File: src/htt_pkg.sv
// ----------------------------------------------------------------------------
// htt_pkg: shared types and constants
// Register codes, item payload types and the word that travels along the
// square-root and divider cell rows.
// ----------------------------------------------------------------------------
package htt_pkg;

   // tolerances on errors, Q16.16
   localparam logic [31:0] MOVE_POS_TOL   = 32'd655;
   localparam logic [31:0] MOVE_VEL_TOL   = 32'd655;
   localparam logic [31:0] TURN_ANGLE_TOL = 32'd655;
   localparam logic [31:0] TURN_RATE_TOL  = 32'd655;
   localparam logic [63:0] MOVE_POS_TOL_SQ = 64'(MOVE_POS_TOL) * 64'(MOVE_POS_TOL);
   localparam logic [63:0] MOVE_VEL_TOL_SQ = 64'(MOVE_VEL_TOL) * 64'(MOVE_VEL_TOL);

   // cell row lengths: one root bit per sqrt cell, one quotient bit per div cell
   localparam int SQRT_CELLS = 32;
   localparam int DIV_CELLS  = 31;

   typedef enum logic [2:0] {
      CSR_MOVE_FF_GAIN  = 3'd0,
      CSR_MOVE_POS_GAIN = 3'd1,
      CSR_MOVE_VEL_GAIN = 3'd2,
      CSR_TURN_FF_GAIN  = 3'd3,
      CSR_TURN_ANG_GAIN = 3'd4,
      CSR_TURN_RATE_GAIN = 3'd5,
      CSR_MOVE_LIMIT    = 3'd6,
      CSR_TURN_LIMIT    = 3'd7
   } htt_csr_type;

   typedef struct packed {
      logic [31:0] plan_x;
      logic [31:0] plan_y;
      logic [31:0] plan_vx;
      logic [31:0] plan_vy;
      logic [31:0] plan_heading;
      logic [31:0] plan_turn_rate;
      logic [31:0] meas_x;
      logic [31:0] meas_y;
      logic [31:0] meas_vx;
      logic [31:0] meas_vy;
      logic [31:0] meas_heading;
      logic [31:0] meas_turn_rate;
   } htt_in_type;

   typedef struct packed {
      logic [31:0] move_ff;
      logic [31:0] move_pos;
      logic [31:0] move_vel;
      logic [31:0] turn_ff;
      logic [31:0] turn_ang;
      logic [31:0] turn_rate;
      logic [30:0] move_lim;
      logic [30:0] turn_lim;
   } htt_cfg_type;

   // word handed from cell to cell
   typedef struct packed {
      logic        vld;
      logic        sx;
      logic        sy;
      logic        over;
      logic [63:0] n;
      logic [63:0] root;
      logic [63:0] remx;
      logic [63:0] remy;
      logic [30:0] qx;
      logic [30:0] qy;
      logic [31:0] cx;
      logic [31:0] cy;
      logic [31:0] cr;
   } htt_cell_type;

   function automatic logic [31:0] sat_diff(input logic [31:0] a, input logic [31:0] b);
      logic [32:0] d;
      d = {a[31], a} - {b[31], b};
      if (d[32] != d[31]) sat_diff = d[32] ? 32'h8000_0000 : 32'h7fff_ffff;
      else sat_diff = d[31:0];
   endfunction

   function automatic logic [31:0] sat64(input logic [63:0] v);
      if ($signed(v) > 64'sh7fff_ffff) sat64 = 32'h7fff_ffff;
      else if ($signed(v) < -64'sh8000_0000) sat64 = 32'h8000_0000;
      else sat64 = v[31:0];
   endfunction

   function automatic logic [31:0] abs32(input logic [31:0] v);
      abs32 = v[31] ? 32'(-v) : v;
   endfunction

endpackage

File: src/htt_sqrt_cell.sv
// ----------------------------------------------------------------------------
// htt_sqrt_cell: one digit of the integer square root
// Tries one root bit against the running remainder and hands on.
// ----------------------------------------------------------------------------
module htt_sqrt_cell
   import htt_pkg::*;
#(
   parameter int SHIFT = 62
)
(
   input  logic         clock,
   input  logic         reset,
   input  logic         en,
   input  htt_cell_type in_cell,
   output htt_cell_type out_cell
);

   localparam logic [63:0] BIT = 64'd1 << SHIFT;

   htt_cell_type cell_ff, cell_in;
   logic [63:0]  trial;

   // subtract the trial when it fits, shift the root
   always_comb begin
      cell_in = in_cell;
      trial = in_cell.root + BIT;
      if (in_cell.n >= trial) begin
         cell_in.n    = in_cell.n - trial;
         cell_in.root = (in_cell.root >> 1) + BIT;
      end else begin
         cell_in.root = in_cell.root >> 1;
      end
   end

   always_ff @(posedge clock) begin
      if (reset) begin
         cell_ff.vld <= 1'b0;
      end else if (en) begin
         cell_ff.vld <= cell_in.vld;
      end
      if (en) begin
         cell_ff[$bits(htt_cell_type)-2:0] <= cell_in[$bits(htt_cell_type)-2:0];
      end
   end

   assign out_cell = cell_ff;

endmodule

File: config.mk
export PLATFORM = sky130hd
export DESIGN_NAME = htt_sqrt_cell
export DESIGN_NICKNAME = d
export VERILOG_FILES = /design/src/htt_pkg.sv /design/src/htt_sqrt_cell.sv
export SDC_FILE = /design/constraint.sdc
export NUM_CORES = 1
export LEC_CHECK = 0
export ABC_AREA = 1
export BUFFER_PORTS_ARGS = -buffer_cell sky130_fd_sc_hd__buf_2
export CAP_MARGIN = 20
export CORE_AREA = 2 2 323 325
export CTS_BUF_LIST = sky130_fd_sc_hd__clkbuf_8
export CTS_CLUSTER_DIAMETER = 40
export DETAILED_ROUTE_END_ITERATION = 7
export DIE_AREA = 0 0 325 327
export GPL_TIMING_DRIVEN = 0
export SLEW_MARGIN = 20
export SYNTH_ARGS = -nofsm -noshare
export SYNTH_HDL_FRONTEND = slang
export SYNTH_SLANG_ARGS = --single-unit
File: constraint.sdc
create_clock -name clock -period 3.5 [get_ports clock]
set_input_delay 1.05 -clock clock [delete_from_list [all_inputs] [get_ports clock]]
set_output_delay 1.05 -clock clock [all_outputs]
set_load 0.02 [all_outputs]
* After elaboration in Yosys (flattened, before gate mapping) *
Cells that the tools add are included.

storage, ports and cells
  register bits = 418

operators by class
  magnitude comparators = 1
  mux-type cells = 2
  add/sub/neg operators = 3

operator list
  kind                      number
  $add A63 B63 Y64 const B  1
  $add A64 B63 Y64 const B  1
  $ge A64 B64 Y1            1
  $mux W64                  1
  $sub A64 B64 Y64          1
  $mux W63                  1

* Depth between registers and ports, before layout *
  depth in word-level cells = 3
  depth in mapped cells = 18
  gate-level depth less buffers = 17

* Least setup slack after synthesis *
Ideal clock, no wire load.

  path kind = input port to flip-flop
  start point = input port in_cell[350] (netlist bit)
  end point = register cell_ff (netlist bit out_cell[364]), data pin
  data arrival time = 2738 ps
  path buffers = 1
  slack = 510 ps
  library setup time = 252 ps
  stages on the path = 18
  required time = 3248 ps
  cell sequence = inv_1 > ha_1 > fa_1 > inv_1 > nand3_1 > nand2_2 > nand2_2 > nand2_4 > nand2_2 > nand2_2 > nand2_2 > nand3_2 > nand2_4 > nand2_8 > inv_4 > buf_2 > nand2_1 > nand2_1

RTL lines
  what                           RTL line             text
  start, declared                htt_sqrt_cell.sv:14  input htt_cell_type in_cell,
  end signal, assigned by index  htt_sqrt_cell.sv:42  cell_ff[$bits(htt_cell_type)-2:0] <= cell_in[$bits(htt_cell_type)-2:0];
  end, declared                  htt_sqrt_cell.sv:20  htt_cell_type cell_ff, cell_in;

==> results summary <==
The post-synth design cell area came out at approximately 20000 µm². After detailed routing, the number of remaining DRC violations is 0. The total overflow reported by the global router came out at 0.

The total routing resource utilization after global routing came out at approximately 22%. The signal on the critical path passes through buf_2, inv_1, ha_1, nand2_1, nor2_1, inv_1, nor3_1, nand3_1, nand3_1, nand2_1, nand3_2, nand2_1. The area overhead of the layout relative to synthesis came out at 41.4%. The number of nets still failing antenna checks after routing came out at 0.

The time the final worst path needs with I/O delays and setup came out at about 3.2 ns. The count of vias placed by the detailed router is approximately 18000. By area the synthesized netlist is led by sky130_fd_sc_hd__edfxtp_1, sky130_fd_sc_hd__nand2_1, sky130_fd_sc_hd__inv_1.

Setup repair after global routing left no endpoint under its margin. The most instantiated flip-flop cell in the synthesis netlist is sky130_fd_sc_hd__edfxtp_1. After the first detailed-routing iteration, the DRC count stood at 1091. The library cell with the highest instance count after synthesis is sky130_fd_sc_hd__nand2_1. The synthesized area per cell came out at 9.85 µm². The site row count is approximately 120. The largest fanout of any net on the critical path is 5.

The final count of negative-setup-slack endpoints is 0. The maximum level of the CTS H-tree came out at 3. The via count of the first global-routing pass came out at roughly 17000.

The boundary pin count is about 840. The clock input transition at the sequential cells of the worst setup and hold paths is ~0.060 ns. The placed wire-length estimate after detailed placement came out at about 100000 µm. The switching power share of the total came out at between 30 and 40%. The number of hold-slack violations in the final timing report came out at 0.

Combinational logic burns between 20 and 25% of the power. The leakage power of the design is roughly 14 nW. Entering global routing, the biggest net connects between 90 and 100 pins.

At the end of the flow the core is filled with cells to ~27%. The number of vias per cell after detailed routing came out at just under 4. The share of power burned in the clock network is roughly 40%.

The peak per-stage delay on the critical path is ~0.76 ns. Clock tree synthesis found a total of 418 sinks. The flow ran to the end, and the final reports show no timing, DRC or antenna violations. In this run, distinct cell masters in the synthesized netlist total 35. Synthesis produced around 2000 cells. The count of flip-flops with a built-in enable after synthesis came out at around 420.

In this run, CTS created clock tree buffers numbering slightly below 100. The number of flip-flops under the largest register name came out at 418. The vertical die dimension is around 330 µm. The cell count of the worst hold path is 1.

The sequential group share of total power came out at about two fifths. The Yosys step of the flow raised 0 warnings. The placeable core region is approximately 100000 µm². The share of layout cells above drive strength 1 came out at around a third. The first detailed-routing pass ran for 5 iterations. The number of buffers inserted by hold repair at cts came out at 0. The net switching component of the power is slightly above 5 mW.

The async set or reset register ratio after synthesis is 0%. The die span in x came out at about 330 µm. The internal portion of the total power is ~11 mW.

The final cell area excluding filler cells came out at 27900 µm². The actual slew at the worst max-slew pin came out at around 0.92 ns. The global-route wire length before repair came out at approximately 150000 µm. Between clock sinks in the finished design, the worst skew comes to 0 ns.

Among the stages of the critical path, the cell type that occurs most often is sky130_fd_sc_hd__nand2_1. Summing all multi-input logic gate instances after layout gives roughly 5600 µm². The initial cell density of the core came out at between 10% and 20%. The count of cells resized by post-cts repair came out at 0. The layout filler cell count came out at between 10000 and 15000. Measured in cells, the most critical reg-to-reg path has a length of 2. The register bit total from synthesis is 418. Headroom to the max-slew limit came out at a little under two fifths. The share of the Yosys chip area taken by registers is a little under two thirds.

The root cell of the clock tree is sky130_fd_sc_hd__clkbuf_8. The cell type with the highest aggregate area in the netlist is sky130_fd_sc_hd__edfxtp_1. The congestion estimate from routability-driven global placement came to 0.963. The achievable clock frequency is between 300 and 400 MHz. The class of the most critical hold timing path is input port to flip-flop. The total count of max-transition violations in the final report is 0. The endpoint type of the worst setup path is a flip-flop.

The number of nets handed over by synthesis was about 2500. At the later pin of the worst-skew pair, clock insertion delay measures around 0.73 ns. The critical path in this run is classified as input port to flip-flop. The floorplan die area is around 110000 µm². The total power density per cell area came out at 562 nW/µm². The slowest stage of the critical path is the sky130_fd_sc_hd__nor3_1 cell. The peak supply drop is roughly 0.37 mV. The number of nets in the layout came out at 3434. The register cell area after layout came out at approximately 13000 µm². Ranked by instance count, the synthesized netlist is headed by sky130_fd_sc_hd__nand2_1, sky130_fd_sc_hd__edfxtp_1, sky130_fd_sc_hd__inv_1, sky130_fd_sc_hd__nor2_1, sky130_fd_sc_hd__nand3_1. The number of buffers inserted by post-CTS setup repair came out at 0.

The tool flagged a number of max-cap violations equal to 0. The total detailed-routing wirelength came out at approximately 120000 µm. The number of buffer cells added on primary ports came out at 838. STA puts the critical path data arrival time at approximately 3.7 ns. The average routed wire per standard cell came out at about 27 µm. STA classifies the critical path startpoint as an input port.

The initial antenna violation count is 94. The required time of the critical path came out at about 4 ns. TritonCTS built the clock tree.

The placed instance area came out at 25800 µm². The clock passes through at most 3 buffers. The finished layout holds between 4000 and 5000 standard cells, fillers aside. In the finished design, the share of the clock period the worst path needs comes to 91.1%.

The placed instance count is 4228. The area share of the largest cell type after synthesis came out at roughly 63%.
cells in the final DEF (no fill, tap or decap), types with 3 or more instances in the layout:
cell,count
sky130_fd_sc_hd__buf_16,4
sky130_fd_sc_hd__nand2_2,12
sky130_fd_sc_hd__nor3_1,7
sky130_fd_sc_hd__clkinv_2,17
sky130_fd_sc_hd__clkinv_4,4
sky130_fd_sc_hd__a21oi_1,41
sky130_fd_sc_hd__xor2_1,30
sky130_fd_sc_hd__nand3_1,80
sky130_fd_sc_hd__inv_16,3
sky130_fd_sc_hd__diode_2,8
sky130_fd_sc_hd__nor2_1,109
sky130_fd_sc_hd__nor4_1,3
sky130_fd_sc_hd__o21ai_0,7
sky130_fd_sc_hd__nor2_2,10
sky130_fd_sc_hd__inv_1,414
sky130_fd_sc_hd__nand3_2,11
sky130_fd_sc_hd__inv_2,10
sky130_fd_sc_hd__clkinvlp_4,9
sky130_fd_sc_hd__bufinv_16,12
sky130_fd_sc_hd__ha_1,64
sky130_fd_sc_hd__buf_2,841
sky130_fd_sc_hd__buf_4,5
sky130_fd_sc_hd__edfxtp_1,417
sky130_fd_sc_hd__clkinv_1,19
sky130_fd_sc_hd__nand4_1,20
sky130_fd_sc_hd__clkbuf_8,98
sky130_fd_sc_hd__nand2_1,756
routing by layer:
layer / GRT usage [%] / part of all wire, % / vias up
met5: 0 / 0.26 / -
met4: 5.45 / 2.8 / 48
met3: 10.8 / 11 / 242
met2: 38.3 / 49 / 756
met1: 23.1 / 36 / 8221
li1: - / - / 8289
worst max-delay path: cells and delay by family:
kind / cells / cell delay [ns]
adder cells (fa/ha/maj): 1 / 0.47
buffers and inverters: 3 / 0.26
AND/OR/NAND/NOR: 8 / 1.88
worst paths after layout:
| check | from | endpoint | slack [ns] |
|---|---|---|---|
| max | in_cell[332] | out_cell[397]$_DFFE_PP_ | 0.31 |
| min | in_cell[103] | out_cell[103]$_DFFE_PP_ | 0.45 |
| max reg2reg | out_cell[417]$_SDFFE_PP0P_ | out_cell[417]$_SDFFE_PP0P_ | 2.89 |
| min reg2reg | out_cell[417]$_SDFFE_PP0P_ | out_cell[417]$_SDFFE_PP0P_ | 0.54 |
through the flow:
stage / setup slack (ns) / power (mW) / hold WS [ns] / setup TNS, ns
after global routing: 0.180 / 16.4 / 0.370 / 0
final: 0.311 / 15.7 / 0.446 / 0
after CTS: 0.423 / 16.0 / 0.358 / 0
after detailed placement: -0.365 / 9.56 / 0.535 / -6.49
after global placement: -5.52 / 9.60 / 0.471 / -2250.13
after floorplan: 0.510 / 7.87 / 0.579 / 0
power by group through the flow:
stage	registers, mW	clock network [mW]	logic [mW]
floorplan	6.88	0	0.993
global placement	6.36	0	3.24
detailed placement	6.29	0	3.27
CTS	6.20	6.52	3.28
global route	6.23	6.71	3.46
finish	6.20	6.30	3.20
final cells by class:
type / instances / area share, %
diodes: 8 / 0.0716
inverters: 408 / 5.49
plain buffers: 13 / 0.430
well taps: 1380 / 6.18
repair buffers: 842 / 15.4
multi-input cells: 1167 / 19.9
flip-flops and latches: 418 / 44.9
clock buffers: 98 / 4.83
clock inverters: 84 / 2.79
kinds of logic after synthesis:
family	after synthesis	synth area share [%]
compound gates	51	1.33
xor+xnor	32	1.42
fa+ha+maj	65	4.15
buf+inv	421	8.37
flops	418	63.5
mux	1	0.0507
simple gates	1018	21.2
No activity file was read; power rests on OpenSTA's default activity.
